`config.mk`:
```
export PLATFORM = sky130hd
export DESIGN_NAME = coo_spmv_front
export DESIGN_NICKNAME = d
export VERILOG_FILES = /design/src/rtl/coo_spmv_pkg.sv /design/src/rtl/coo_spmv_fifo.sv /design/src/rtl/coo_spmv_front.sv
export SDC_FILE = /design/constraint.sdc
export NUM_CORES = 1
export LEC_CHECK = 0
export BUFFER_PORTS_ARGS = -buffer_cell sky130_fd_sc_hd__buf_4
export CAP_MARGIN = 20
export CORE_UTILIZATION = 53
export CTS_CLUSTER_SIZE = 16
export DETAILED_ROUTE_END_ITERATION = 8
export GPL_TIMING_DRIVEN = 1
export PLACE_DENSITY = 0.8
export SKIP_LAST_GASP = 1
export SLEW_MARGIN = 30
export SYNTH_ARGS = -nofsm -noshare
export SYNTH_HDL_FRONTEND = slang
export SYNTH_SLANG_ARGS = --single-unit
```
`constraint.sdc`:
```
create_clock -name clk -period 10.5 [get_ports clk]
set_input_delay 1.05 -clock clk [delete_from_list [all_inputs] [get_ports clk]]
set_output_delay 1.05 -clock clk [all_outputs]
set_load 0.02 [all_outputs]
```
`src/rtl/coo_spmv_pkg.sv`:
```
// Shared types and constants for the coordinate-list sparse matrix-vector unit.
// No dependencies.
package coo_spmv_pkg;

	localparam int MAX_ENTRIES_DEF = 256;
	localparam int MAX_DIM_DEF     = 64;

	localparam logic [1:0] REQ_ADD  = 2'd0;
	localparam logic [1:0] REQ_LOAD = 2'd1;
	localparam logic [1:0] REQ_MUL  = 2'd2;
	localparam logic [1:0] REQ_BAD  = 2'd3;

	localparam logic [1:0] ST_OK       = 2'd0;
	localparam logic [1:0] ST_ZERO     = 2'd1;
	localparam logic [1:0] ST_FULL     = 2'd2;
	localparam logic [1:0] ST_MISMATCH = 2'd3;

	// Request handed from the front part to the back part.
	typedef struct packed {
		logic [1:0]  req_type;
		logic [5:0]  row;
		logic [5:0]  col;
		logic [15:0] value;
		logic [5:0]  x_index;
		logic [15:0] x_value;
		logic [6:0]  x_length;
	} coo_req_t;

	// One result item.
	typedef struct packed {
		logic [1:0]  status;
		logic [5:0]  out_row;
		logic [31:0] y_value;
		logic        last;
	} coo_res_t;

	localparam int REQ_W = $bits(coo_req_t);
	localparam int RES_W = $bits(coo_res_t);

endpackage

```
`src/rtl/coo_spmv_fifo.sv`:
```
// Small register queue between the front and back parts, also used as result buffer.
// No dependencies.
module coo_spmv_fifo #(
	parameter int WIDTH = 8,
	parameter int DEPTH = 2
) (
	input  logic             clk,
	input  logic             arst_n,
	input  logic             in_valid,
	output logic             in_stall,
	input  logic [WIDTH-1:0] in_data,
	output logic             out_valid,
	input  logic             out_stall,
	output logic [WIDTH-1:0] out_data
);

	localparam int AW = (DEPTH > 1) ? $clog2(DEPTH) : 1;

	logic [WIDTH-1:0] buf_q [DEPTH];
	logic [AW-1:0]    wp_q, rp_q;
	logic [AW:0]      cnt_q;
	logic             push, pop;

	assign in_stall  = (cnt_q == (AW+1)'(DEPTH));
	assign out_valid = (cnt_q != '0);
	assign out_data  = buf_q[rp_q];
	assign push      = in_valid && !in_stall;
	assign pop       = out_valid && !out_stall;

	// Pointers and fill count.
	always_ff @(posedge clk or negedge arst_n) begin
		if (!arst_n) begin
			wp_q  <= '0;
			rp_q  <= '0;
			cnt_q <= '0;
		end else begin
			if (push) begin
				wp_q <= (wp_q == AW'(DEPTH-1)) ? '0 : wp_q + 1'b1;
			end
			if (pop) begin
				rp_q <= (rp_q == AW'(DEPTH-1)) ? '0 : rp_q + 1'b1;
			end
			cnt_q <= cnt_q + (AW+1)'(push) - (AW+1)'(pop);
		end
	end

	// Storage.
	always_ff @(posedge clk) begin
		if (push) begin
			buf_q[wp_q] <= in_data;
		end
	end

endmodule

```
`src/rtl/coo_spmv_front.sv`:
```
// Front part: accepts requests from the port and queues them for the back part.
// Depends on coo_spmv_pkg and coo_spmv_fifo.
module coo_spmv_front (
	input  logic                   clk,
	input  logic                   arst_n,
	input  logic                   in_valid,
	output logic                   in_stall,
	input  coo_spmv_pkg::coo_req_t in_req,
	output logic                   q_valid,
	input  logic                   q_stall,
	output coo_spmv_pkg::coo_req_t q_req
);

	coo_spmv_pkg::coo_req_t cls;

	// Classify: an unknown request code is normalized so the back part sees a clean code.
	always_comb begin
		cls = in_req;
		if (in_req.req_type == coo_spmv_pkg::REQ_BAD) begin
			cls.req_type = coo_spmv_pkg::REQ_BAD;
		end
	end

	coo_spmv_fifo #(.WIDTH(coo_spmv_pkg::REQ_W), .DEPTH(2)) u_q (
		.clk(clk), .arst_n(arst_n),
		.in_valid(in_valid), .in_stall(in_stall), .in_data(cls),
		.out_valid(q_valid), .out_stall(q_stall), .out_data(q_req));

endmodule

```
==> metrics.md <==
| Metric | Value |
|---|---|
| Status | finished clean |
| CP max-delay cell | dfrtp_4 |
| Setup Buffers After CTS | 0 |
| Worst hold path class | input port to async pin |
| Synthesized cell area | 0.004783 mm² |
| Final setup violation count | 0 |
| Largest net degree at the start of global routing | 38 |
| Remaining global-route overflow | 0 |
| Fin crit share | 30.29% |
| Max VDD drop | 0.1872 mV |
| CP bufs+invs | 2 |
| DRC Markers | 0 |
| Worst clock skew | 0.008081 ns |
| Sink Count | 122 |
| Fmax | 314.5 MHz |
| WP data required | 9.45 ns |
| IO Port Bufs | 123 |
| Number of global-route vias before repair | 2431 |
| Drt pass-1 iters | 4 |
| Final wirelength | 7622 µm |
| Final cell utilization of the core | 72.70% |
| Die area | 0.009409 mm² |
| Final ANT Viol Nets | 0 |
| #FFs+latches synth | 122 |
| Synth unique cells | 16 |
| Clk_lat worst skew | 0.49 ns |
| Mean area per synthesized cell | 23.22 µm² |
| Net Count, Synth | 271 |
| CTS Hold Bufs | 0 |
| First-pass GRT wire length | 12010 µm |
| Via-to-Cell Ratio | 4.901 |
| Drt wl/cell | 16.46 µm |
| Die Width | 97 µm |
| ANT cells | 0 |
| Max-slew headroom | 56.72% |
| MaxCap Viol Count | 0 |
| Nets@finish | 407 |
| CP max stage delay | 0.80 ns |
| Worst setup SP type | register |
| Pwr per Cell Area | 307.4 mW/mm² |
| Crit-path cells | buf_12 > mux2_4 > buf_4 |
| Initial DRC count | 74 |
| RD Place Congestion | 0.6898 |
| Core ar. | 0.008721 mm² |
| Post-CTS sizing | 0 |
| Synthesis-to-layout area growth | 32.54% |
| WS Path Type | register to primary output |
| Crit Path Max Fanout | 31 |
| CP arrival | 2.13 ns |
| Synth Warn # | 0 |
| Worst-path clk slew | 0.06 ns |
| Commonest non-fill, non-tap cell in the layout | buf_4 |
| CTS Buffer Depth | 2 |
| Hold Fails Final Rpt | 0 |
| Ports | 124 |
| CTS tree | yes |
| Num CTS Buffers | 17 |
| Worst slew pin tran | 0.6477 ns |
| H-Tree Depth | 4 |
| Crit. End Element | primary output |
| Lkg Pwr | 2.596 nW |
| TNS Setup | 0 ns |
| Commonest cells after routing, fill and taps aside | buf_4, edfxtp_1, mux2_4 |
| Fillers | 529 |
| RSZ-0062 raised after global routing | false |
| Fin. max-slew vios | 0 |
| GR Util All Layers | 17.13% |
| Register area share after synthesis | 76.17% |
| CP top delay family | flip-flops |
| Row count | 34 |
| Clock Tree Root | clkbuf_8 |
| Height of the die | 97 µm |
| Layout cells sized above 1 | 61.69% |
| Initial Util | 54.85% |
| Routed via count | 2269 |
| Tmin final | 3.180 ns |
| Initial antenna violation count | 0 |
| Synthesized instance count | 206 |
==> final cells by class <==
type	count	area, µm²	area share [%]
Clock buffer	18	417.9	6.592
Clock inverter	14	171.4	2.704
Inverter	4	15.01	0.2368
Multi-Input combinational cell	71	994.7	15.69
Sequential cell	122	3647	57.53
Tap cell	108	135.1	2.131
Timing Repair Buffer	126	958.4	15.12
==> power by group <==
group | switching [W] | internal, W | total [W]
Sequential | 0.0000631 | 0.000669 | 0.000732
Clock | 0.000200 | 0.000362 | 0.000563
Combinational | 0.000316 | 0.000339 | 0.000655
Total | 0.000579 | 0.00137 | 0.00195
==> sequential cells by signal, indices dropped and copies added (netlist names) <==
name       flops
u_q.rp_q       1
u_q.buf_q    118
u_q.cnt_q      2
u_q.wp_q       1
==> final timing paths <==
kind                                         end         start  cells past startpoint  slack, ns
max in group asynchronous               u_q.rp_q        arst_n                      1      10.04
min in group clk                    u_q.cnt_q[1]  u_q.cnt_q[1]                      1       0.50
worst min-delay path                u_q.cnt_q[0]        arst_n                      1       0.35
worst max-delay path                   q_req[15]      u_q.rp_q                      3       7.32
worst max register to register  u_q.buf_q[0][26]  u_q.cnt_q[1]                      4       8.38
worst min register to register      u_q.cnt_q[1]  u_q.cnt_q[1]                      1       0.50
==> through the flow <==
| stage | setup WS (ns) | power (W) | std cells | hold slack, ns | area, µm² |
|---|---|---|---|---|---|
| global route | 7.218 | 0.002029 | 463 | 0.3142 | 6340 |
| global placement | 7.739 | 0.001389 | 430 | 0.4812 | 5731 |
| finish | 7.320 | 0.001949 | 463 | 0.3455 | 6340 |
| detailed placement | 7.715 | 0.001405 | 431 | 0.5036 | 5751 |
| CTS | 7.255 | 0.001974 | 463 | 0.3138 | 6340 |
| floorplan | 6.416 | 0.001216 | 206 | 0.4601 | 4783 |
==> logic make-up (layout without fill, tap and decap cells) <==
kind of cell	Yosys count	count (layout)	share of synthesized area, %
xor gates and xnor gates	4	4	0.7325
adders and majority gates	2	2	0.5231
buffers and inverters	13	162	3.217
DFF	122	122	76.17
muxes	59	59	18.52
and+or+nand+nor	6	6	0.8371
==> cells in the mapped netlist <==
library cell | instances | area, µm²
and3_1 | 1 | 6.260
buf_12 | 6 | 120.1
mux2_4 | 59 | 885.9
or2_1 | 1 | 6.260
nand2b_1 | 1 | 6.260
nor2_1 | 1 | 3.750
clkbuf_1 | 2 | 7.510
edfxtp_1 | 118 | 3543
xor2_1 | 1 | 8.760
nand2_1 | 1 | 3.750
ha_1 | 2 | 25.02
buf_6 | 1 | 11.26
xnor2_1 | 3 | 26.28
dfrtp_1 | 4 | 100.1
inv_1 | 4 | 15.01
nor2b_4 | 1 | 13.76
==> per-layer routing <==
metal,wire (µm),vias up,GRT usage (%)
met5,0,-,0
met4,30,0,6.889
met3,525,4,6.575
met2,3901,90,28.06
met1,3165,1098,20.41
li1,-,1077,-
Note: power is estimated with default switching activity, not from simulation.
