## src/rtl/coo_spmv_fifo.sv

```systemverilog
// Small register queue between the front and back parts, also used as result buffer.
// No dependencies.
module coo_spmv_fifo #(
	parameter int WIDTH = 8,
	parameter int DEPTH = 2
) (
	input  logic             clk,
	input  logic             arst_n,
	input  logic             in_valid,
	output logic             in_stall,
	input  logic [WIDTH-1:0] in_data,
	output logic             out_valid,
	input  logic             out_stall,
	output logic [WIDTH-1:0] out_data
);

	localparam int AW = (DEPTH > 1) ? $clog2(DEPTH) : 1;

	logic [WIDTH-1:0] buf_q [DEPTH];
	logic [AW-1:0]    wp_q, rp_q;
	logic [AW:0]      cnt_q;
	logic             push, pop;

	assign in_stall  = (cnt_q == (AW+1)'(DEPTH));
	assign out_valid = (cnt_q != '0);
	assign out_data  = buf_q[rp_q];
	assign push      = in_valid && !in_stall;
	assign pop       = out_valid && !out_stall;

	// Pointers and fill count.
	always_ff @(posedge clk or negedge arst_n) begin
		if (!arst_n) begin
			wp_q  <= '0;
			rp_q  <= '0;
			cnt_q <= '0;
		end else begin
			if (push) begin
				wp_q <= (wp_q == AW'(DEPTH-1)) ? '0 : wp_q + 1'b1;
			end
			if (pop) begin
				rp_q <= (rp_q == AW'(DEPTH-1)) ? '0 : rp_q + 1'b1;
			end
			cnt_q <= cnt_q + (AW+1)'(push) - (AW+1)'(pop);
		end
	end

	// Storage.
	always_ff @(posedge clk) begin
		if (push) begin
			buf_q[wp_q] <= in_data;
		end
	end

endmodule

```

## config.mk

```make
export PLATFORM = sky130hd
export DESIGN_NAME = coo_spmv_fifo
export DESIGN_NICKNAME = d
export VERILOG_FILES = /design/src/rtl/coo_spmv_fifo.sv
export SDC_FILE = /design/constraint.sdc
export NUM_CORES = 1
export LEC_CHECK = 0
export ABC_AREA = 1
export BUFFER_PORTS_ARGS = -buffer_cell sky130_fd_sc_hd__buf_4
export CORE_ASPECT_RATIO = 1.1
export CORE_MARGIN = 5
export CORE_UTILIZATION = 50
export CTS_CLUSTER_SIZE = 20
export DETAILED_ROUTE_END_ITERATION = 16
export PLACE_DENSITY_LB_ADDON = 0.3
export SLEW_MARGIN = 20
export SYNTH_ARGS = -nofsm -noshare
export SYNTH_HDL_FRONTEND = slang
export SYNTH_SLANG_ARGS = --single-unit
```

## constraint.sdc

```tcl
create_clock -name clk -period 4.1 [get_ports clk]
set_clock_uncertainty 0.1 [all_clocks]
set_input_delay 0.82 -clock clk [delete_from_list [all_inputs] [get_ports clk]]
set_output_delay 0.82 -clock clk [all_outputs]
set_load 0.02 [all_outputs]
```

==> flow_summary.toml, run 1 <==
[outcome]
run_status = "completed"

[routing]
highest_layer = "met4"
num_vias = 553
met3_length_um = 44
routed_wl_um = 1350
first_iter_violations = 10
wirelength_met1_um = 522
wl_met2_um = 755
via_per_inst = 4.77
wl_per_cell_um = 11.6
ant_nets = 0
dr.pass1.iters = 3
drc = 0

[timing]
timing.final.crit_share_pct = 53.5
timing.final.max_slew_violations = 0
rsz0062_at_grt = "no"
max_freq_ghz = 0.456
final.min_clock_period_ns = 2.19
slew_headroom_pct = 56.2
setup_tns_ns = 0
setup_viol = 0
setup_ws_ns = 1.91
finalHoldViolations = 0
worst_pin_slew_ns = 0.655

[placed_design]
dpl.hpwl_um = 1060
port_buffers = 21
dp_slack_ns = 2.12
gp_congestion = 0.778

[power_and_ir_drop]
leakagePower_uw = 0.000520
max-vdd-ir-drop_mv = 0.479
p_per_area_nw_per_um2 = 754

[worst_hold_path]
min_path_type = "input port to async pin"

[floorplanning]
ios = 22
core_area_um2 = 1580
initial_core_util_pct = 52.9
num_rows = 15
dieArea_um2 = 2580
die_w_um = 48.9
die_h_um = 52.8

[worst_setup_path]
startpoint_type = "flop"
end_kind = "primary output"
required_ns = 3.18
cp.arrival_ns = 1.27
path_class = "flop to primary output"
critPathMaxFanout = 10

[synth]
synth_area_leaders = "edfxtp_1, nand2_1, dfrtp_1"
synth_warnings = 0
synthMostInstantiatedCell = "nand2_1"
yosysTopAreaCellShare_pct = 57.7
synthArstFlopShare_pct = 20.0
yosysSeqAreaShare_pct = 69.7
synth_edf_count = 16
synth_area_per_cell_um2 = 11.1
netlist_area_um2 = 833
ys.flop_type = "edfxtp_1"
ys_ff_latch = 20
synth_common_cells = "nand2_1, edfxtp_1, inv_1, dfrtp_1"
synth_nets = 89
syn_inst = 75
ys_types = 12
post-synth-top-area-cell = "edfxtp_1"

[grt]
grt_first_pass_wirelength_um = 2230
track_usage_pct = 11.7
grt_max_degree = 13
antenna_found_initial = 0
grt_overflow = 0
grt_pass1_vias = 563

[final_layout]
antennaDiodeCount = 0
finalNetCount = 114
fill_cells = 121
drive_gt1_share_pct = 32.3
area_delta_synth_final_pct = 26.4

[clocking]
clock-sinks = 20
cts_buffers = 3
cts_root_buf = "clkbuf_4"
clk_path_buf_depth = 2
ctsHoldBuffers = 0
post_cts.repair.setup_buffers = 0
htree_levels = 1
clkTransAtPathRegs_ns = 0.10
ctsResizeCount = 0
insertion_delay_ns = 0.29
cts_tree = "done"

[run]
maxCapViolations = 0
flip-flops by register name, indices dropped and copies added (netlist names):
register  flops
wp_q          1
rp_q          1
cnt_q         2
buf_q        16
worst paths after layout:
check	from	end	slack, ns	depth (start not counted)
max in group asynchronous	arst_n	cnt_q[1]	3.60	1
max	rp_q	out_data[3]	1.91	4
min	arst_n	wp_q	0.20	1
min in group clk	wp_q	wp_q	0.40	2
min reg2reg	wp_q	wp_q	0.40	2
max reg2reg	cnt_q[1]	buf_q[1][2]	2.55	3
critical path, cell delays in order (launching register included):
cell	delay (ns)
dfrtp_1	0.58
inv_4	0.11
nand2_1	0.08
nand2_1	0.06
buf_4	0.16
report_power, final:
part / total (uW) / switching (uW) / internal, uW
registers: 317 / 34.8 / 282
clock network: 154 / 55.3 / 98.7
logic: 323 / 200 / 123
total: 794 / 290 / 504
routing by layer:
metal | GRT usage [%] | vias up
met5 | 0 | -
met1 | 12.2 | 257
met4 | 8.07 | 0
met2 | 21.3 | 11
li1 | - | 283
met3 | 1.99 | 2
final cells by class:
type	count	area [um^2]	area share, %
clock buffers	3	22.5	2.14
inverters	11	43.8	4.16
multi-input cells	43	198	18.8
clock inverters	1	30.0	2.85
repair buffers	21	158	15.0
flip-flops and latches	20	581	55.1
well taps	17	21.3	2.02
kinds of logic (layout without fill, tap and decap cells):
group / count (synthesis) / in the layout / synth area share [%]
and+or+nand+nor: 41 / 41 / 20.7
adders and majority gates: 2 / 2 / 3.00
buffers and inverters: 12 / 36 / 6.61
DFF: 20 / 20 / 69.7
through the flow:
step	instances	total power [uW]	hold WS, ns	cell area (um^2)	util, %
2_1_floorplan	75	533	0.342	833	-
3_3_place_gp	112	639	0.357	1000	63.5
3_5_place_dp	112	651	0.384	1000	63.5
4_1_cts	116	805	0.192	1050	66.8
5_1_grt	116	852	0.186	1050	66.8
6_report	116	794	0.204	1050	66.8
layout by cell type (no fill, tap or decap), drive strengths merged:
cell type,Yosys,final
nor2,1,1
edfxtp,16,16
clkbuf,0,3
nand3,3,3
dfrtp,4,4
ha,2,2
buf,1,21
bufinv,0,1
nand2,37,37
inv,11,11
Note: power is estimated with default switching activity, not from simulation.
==> inputs of run 2 (changes only) <==
--- a/config.mk
+++ b/config.mk
@@ -9,7 +9,7 @@
 export BUFFER_PORTS_ARGS = -buffer_cell sky130_fd_sc_hd__buf_4
 export CORE_ASPECT_RATIO = 1.1
 export CORE_MARGIN = 5
-export CORE_UTILIZATION = 50
+export CORE_UTILIZATION = 44
 export CTS_CLUSTER_SIZE = 20
 export DETAILED_ROUTE_END_ITERATION = 16
 export PLACE_DENSITY_LB_ADDON = 0.3
==> constraint.sdc (replaced) <==
create_clock -name clk -period 1.8 [get_ports clk]
set_clock_uncertainty 0.1 [all_clocks]
set_input_delay 0.36 -clock clk [delete_from_list [all_inputs] [get_ports clk]]
set_output_delay 0.36 -clock clk [all_outputs]
set_load 0.02 [all_outputs]
==> flow_summary.toml, run 2 (same netlist as run 1, synthesis figures left out) <==
[outcome]
run_status = "completed"

[clocking]
clock-sinks = 20
cts_tree = "done"
cts_buffers = 3
post_cts.repair.setup_buffers = 0
htree_levels = 1
cts_root_buf = "clkbuf_4"
clkTransAtPathRegs_ns = 0.11
insertion_delay_ns = 0.29
clk_path_buf_depth = 2

[worst_setup_path]
crit_chain = "inv_4 -> nand2_1 -> nand2_1 -> buf_4"
required_ns = 1.34
startpoint_type = "flop"
reg2reg_setup_slack_ns = 0.34
slowest_delay_ns = 0.50
critPathLaunch = "rp_q"
r2r-end = "cnt_q[1]"
worst-path-buf-inv = 2
end_kind = "primary output"
path_class = "flop to primary output"
cpLargestDelayFamily = "flip-flops"
worst-r2r-cell-count = 9
cp.arrival_ns = 1.19
crit_top_cell = "nand2_1"
critPathSlowestCell = "dfrtp_2"
r2r_start = "cnt_q[1]"
critPathMaxFanout = 10

[routing]
ant_nets = 0
wl_per_cell_um = 11.9
via_per_inst = 4.67
dr.pass1.iters = 4
num_vias = 556
drc = 0
first_iter_violations = 7
routed_wl_um = 1420

[final_layout]
top_regs = "buf_q: 16 flops, cnt_q: 2 flops"
drive_gt1_share_pct = 33.7
largest_reg_flops = 16
max_flop_register = "buf_q"
layout.cells.non_filler = 119
fill_cells = 154
area_delta_synth_final_pct = 28.8
final_common_cell = "nand2_1"
antennaDiodeCount = 0
final_cell_mix = "nand2_1, buf_4, edfxtp_1"
finalNetCount = 116

[timing]
max_freq_ghz = 0.607
finalHoldViolations = 0
timing.final.max_slew_violations = 0
setup_viol = 0
rsz0062_at_grt = "no"
worst_pin_slew_ns = 0.327
setup_tns_ns = 0
timing.final.crit_share_pct = 91.6
final.min_clock_period_ns = 1.65
slew_headroom_pct = 78.2

[grt]
track_usage_pct = 10.6
grt_first_pass_wirelength_um = 2300
grt_overflow = 0
antenna_found_initial = 0
grt_max_degree = 13
grt_pass1_vias = 556

[power_and_ir_drop]
p_clk_share_pct = 19.5
switchingPower_uw = 668
finalPower_uw = 1830
p_per_area_nw_per_um2 = 1700
switching_share_pct = 36.5
leakagePower_uw = 0.000528
p_seq_share_pct = 39.6
max-vdd-ir-drop_mv = 0.828
combinationalPowerShare_pct = 40.9
power.internal_uw = 1160

[floorplanning]
die_h_um = 55.6
core_area_um2 = 1800
ios = 22
dieArea_um2 = 2870
die_w_um = 51.5
initial_core_util_pct = 46.2
num_rows = 16

[worst_hold_path]
min_delay_path_depth = 1
min_path_type = "input port to flop"
hold_end = "buf_q[0][5]"
hp-start = "in_data[5]"

[placed_design]
port_buffers = 21
placed_cells = 114
dpl.hpwl_um = 1070
gp_congestion = 0.742

[run]
maxCapViolations = 0
[run 2: worst max path at each step]
stage / to / slack (ns) / cells after the start
after global routing: out_data[4] / 0.06 / 4
after global placement: cnt_q[1] / 0.35 / 9
after detailed placement: cnt_q[1] / 0.35 / 9
final: out_data[4] / 0.15 / 4
after floorplan: cnt_q[1] / 0.37 / 9
after CTS: out_data[4] / 0.06 / 4
[run 2: worst reg2reg max path: cells and delay by family (launching register included)]
kind	cells	cell delay (ns)
and+or+nand+nor	4	0.24
buffers and inverters	3	0.17
adders and majority gates	2	0.44
DFF	1	0.43
[run 2: power by group through the flow]
stage / logic (uW) / clock network, uW / registers [uW]
finish: 747 / 357 / 724
global route: 828 / 390 / 743
CTS: 764 / 364 / 724
detailed placement: 758 / 0 / 735
global placement: 737 / 0 / 730
floorplan: 522 / 0 / 692
[run 2: layout make-up]
cell class              count  area [um^2]  area share [%]
inverters                  11         43.8            4.08
clock buffers               3         22.5            2.10
clock inverters             1         30.0            2.80
well taps                  18         22.5            2.10
multi-input cells          43          198            18.4
flip-flops and latches     20          582            54.2
repair buffers             23          175            16.3
[run 2: what timing repair did]
item | in CTS | in global routing
endpoints found under the setup margin | 0 | 8
hold endpoints to repair | 4 | 0
hold buffers | 1 | 0
gates resized for setup | 0 | 1
[run 2: through the flow]
stage	area, um^2	util [%]	hold WS, ns	setup slack [ns]
5_1_grt	1070	59.6	0.120	0.0611
3_3_place_gp	1010	56.0	0.0618	0.352
6_report	1070	59.6	0.143	0.152
4_1_cts	1070	59.5	0.138	0.0582
3_5_place_dp	1010	56.0	0.0649	0.346
2_1_floorplan	833	-	-0.0356	0.370
[run 2: metal layers]
| metal | track usage (%) | part of all wire [%] | vias to the layer above |
|---|---|---|---|
| met3 | 3.75 | 6.0 | 0 |
| met2 | 17.5 | 51 | 13 |
| met5 | 0 | 0 | - |
| met4 | 3.37 | 0 | 0 |
| li1 | - | - | 291 |
| met1 | 12.9 | 42 | 252 |
==> inputs of run 3 (changes only) <==
--- a/config.mk
+++ b/config.mk
@@ -6,6 +6,7 @@
 export NUM_CORES = 1
 export LEC_CHECK = 0
 export ABC_AREA = 1
+export ABC_CLOCK_PERIOD_IN_PS = 1800
 export BUFFER_PORTS_ARGS = -buffer_cell sky130_fd_sc_hd__buf_4
 export CORE_ASPECT_RATIO = 1.1
 export CORE_MARGIN = 5
@@ -13,6 +14,7 @@
 export CTS_CLUSTER_SIZE = 20
 export DETAILED_ROUTE_END_ITERATION = 16
 export PLACE_DENSITY_LB_ADDON = 0.3
+export RECOVER_POWER = 50
 export SLEW_MARGIN = 20
 export SYNTH_ARGS = -nofsm -noshare
 export SYNTH_HDL_FRONTEND = slang
==> flow_summary.toml, run 3 (same netlist as run 1, synthesis figures left out) <==
[final_layout]
area_delta_synth_final_pct = 27.3
final_cell_mix = "nand2_1, edfxtp_1, buf_4"
largest_reg_flops = 16
antennaDiodeCount = 0
final_common_cell = "nand2_1"
max_flop_register = "buf_q"
final_util_pct = 58.9
drive_gt1_share_pct = 29.7
top_regs = "buf_q: 16 flops, cnt_q: 2 flops"
finalNetCount = 116

[timing]
timing.final.crit_share_pct = 91.4
finalHoldViolations = 0
max_freq_ghz = 0.608
rsz0062_at_grt = "no"
slew_headroom_pct = 66.9
setup_viol = 0
timing.final.max_slew_violations = 0
setup_tns_ns = 0
final.min_clock_period_ns = 1.65
setup_ws_ns = 0.154
worst_pin_slew_ns = 0.497

[worst_setup_path]
r2r-end = "buf_q[1][7]"
startpoint_type = "flop"
r2r_start = "cnt_q[1]"
crit_top_cell = "nand2_1"
critPathLaunch = "rp_q"
end_kind = "primary output"
path_class = "flop to primary output"
slowest_delay_ns = 0.50
critPathSlowestCell = "dfrtp_2"
reg2reg_setup_slack_ns = 0.22
crit_chain = "inv_4 -> nand2_1 -> nand2_1 -> buf_4"
crit_end = "out_data[4]"
required_ns = 1.34
cp.arrival_ns = 1.19
critPathMaxFanout = 10
worst-r2r-cell-count = 4

[power_and_ir_drop]
max-vdd-ir-drop_mv = 0.826
p_per_area_nw_per_um2 = 1710
finalPower_uw = 1810
leakagePower_uw = 0.000518

[outcome]
run_status = "completed"

[placed_design]
port_buffers = 21
gp_congestion = 0.742
dpl.hpwl_um = 1070
dp_slack_ns = 0.346

[clocking]
cts_buffers = 3
cts_tree = "done"
insertion_delay_ns = 0.29
cts_root_buf = "clkbuf_4"
htree_levels = 1
clk_path_buf_depth = 2
post_cts.repair.setup_buffers = 0
clock-sinks = 20
clkTransAtPathRegs_ns = 0.11

[routing]
via_per_inst = 4.78
num_vias = 569
drc = 0
dr.pass1.iters = 4
wl_per_cell_um = 12.0
first_iter_violations = 7
routed_wl_um = 1430
ant_nets = 0

[grt]
grt_overflow = 0
antenna_found_initial = 0
grt_first_pass_wirelength_um = 2300
grt_pass1_vias = 556
grt_max_degree = 13
track_usage_pct = 10.6

[floorplanning]
die_w_um = 51.5
die_h_um = 55.6
num_rows = 16
dieArea_um2 = 2870
initial_core_util_pct = 46.2
ios = 22
core_area_um2 = 1800

[run]
maxCapViolations = 0

[worst_hold_path]
min_path_type = "input port to flop"
## run 3: cell count changes in the layout (fill, tap and decap cells not counted), sizes merged
cell	change
buf	-10
clkbuf	+10
## run 3: report_power, final
part           total, uW  switching (uW)  leakage, uW  internal, uW
combinational        732             453     0.000295           279
sequential           722            76.8     0.000196           646
clock                357             132    0.0000279           225
total               1810             661     0.000518          1150
## run 3: worst min-delay path by stage
| stage | from | end | cells past startpoint |
|---|---|---|---|
| 2_1_floorplan | arst_n | cnt_q[0] | 0 |
| 3_3_place_gp | arst_n | wp_q | 1 |
| 4_1_cts | in_data[6] | buf_q[1][6] | 1 |
| 6_report | in_data[0] | buf_q[1][0] | 1 |
| 5_1_grt | in_data[4] | buf_q[0][4] | 1 |
| 3_5_place_dp | arst_n | cnt_q[0] | 1 |
## run 3: area by class of cell
cell class	instances	area [um^2]
timing repair buffer	23	168
multi-input combinational	43	193
clock buffer	3	22.5
tap	18	22.5
inverter	11	43.8
fill	157	741
clock inverter	1	30.0
sequential	20	582
## run 3: metrics by stage
stage / std cells / instance area (um^2) / hold WS [ns]
3_5_place_dp: 114 / 1010 / 0.0649
2_1_floorplan: 75 / 833 / -0.0356
3_3_place_gp: 114 / 1010 / 0.0618
4_1_cts: 119 / 1070 / 0.138
6_report: 119 / 1060 / 0.166
5_1_grt: 119 / 1060 / 0.145
## run 3: layer usage
layer	track usage, %	up-vias	wire length (um)
met5	0	-	0
li1	-	292	-
met4	3.37	0	12
met2	17.5	19	724
met1	12.9	256	589
met3	3.75	2	105
## run 3: what timing repair did
item / in CTS / in global routing
endpoints found under the setup margin: 0 / 8
hold buffers: 1 / 0
resized for setup: 0 / 1
endpoints found under the hold margin: 4 / 0
## run 3: critical path, delay by kind of cell (launching register included)
family | cells | cell delay [ns]
buf+inv | 2 | 0.27
simple gates | 2 | 0.13
flops | 1 | 0.50
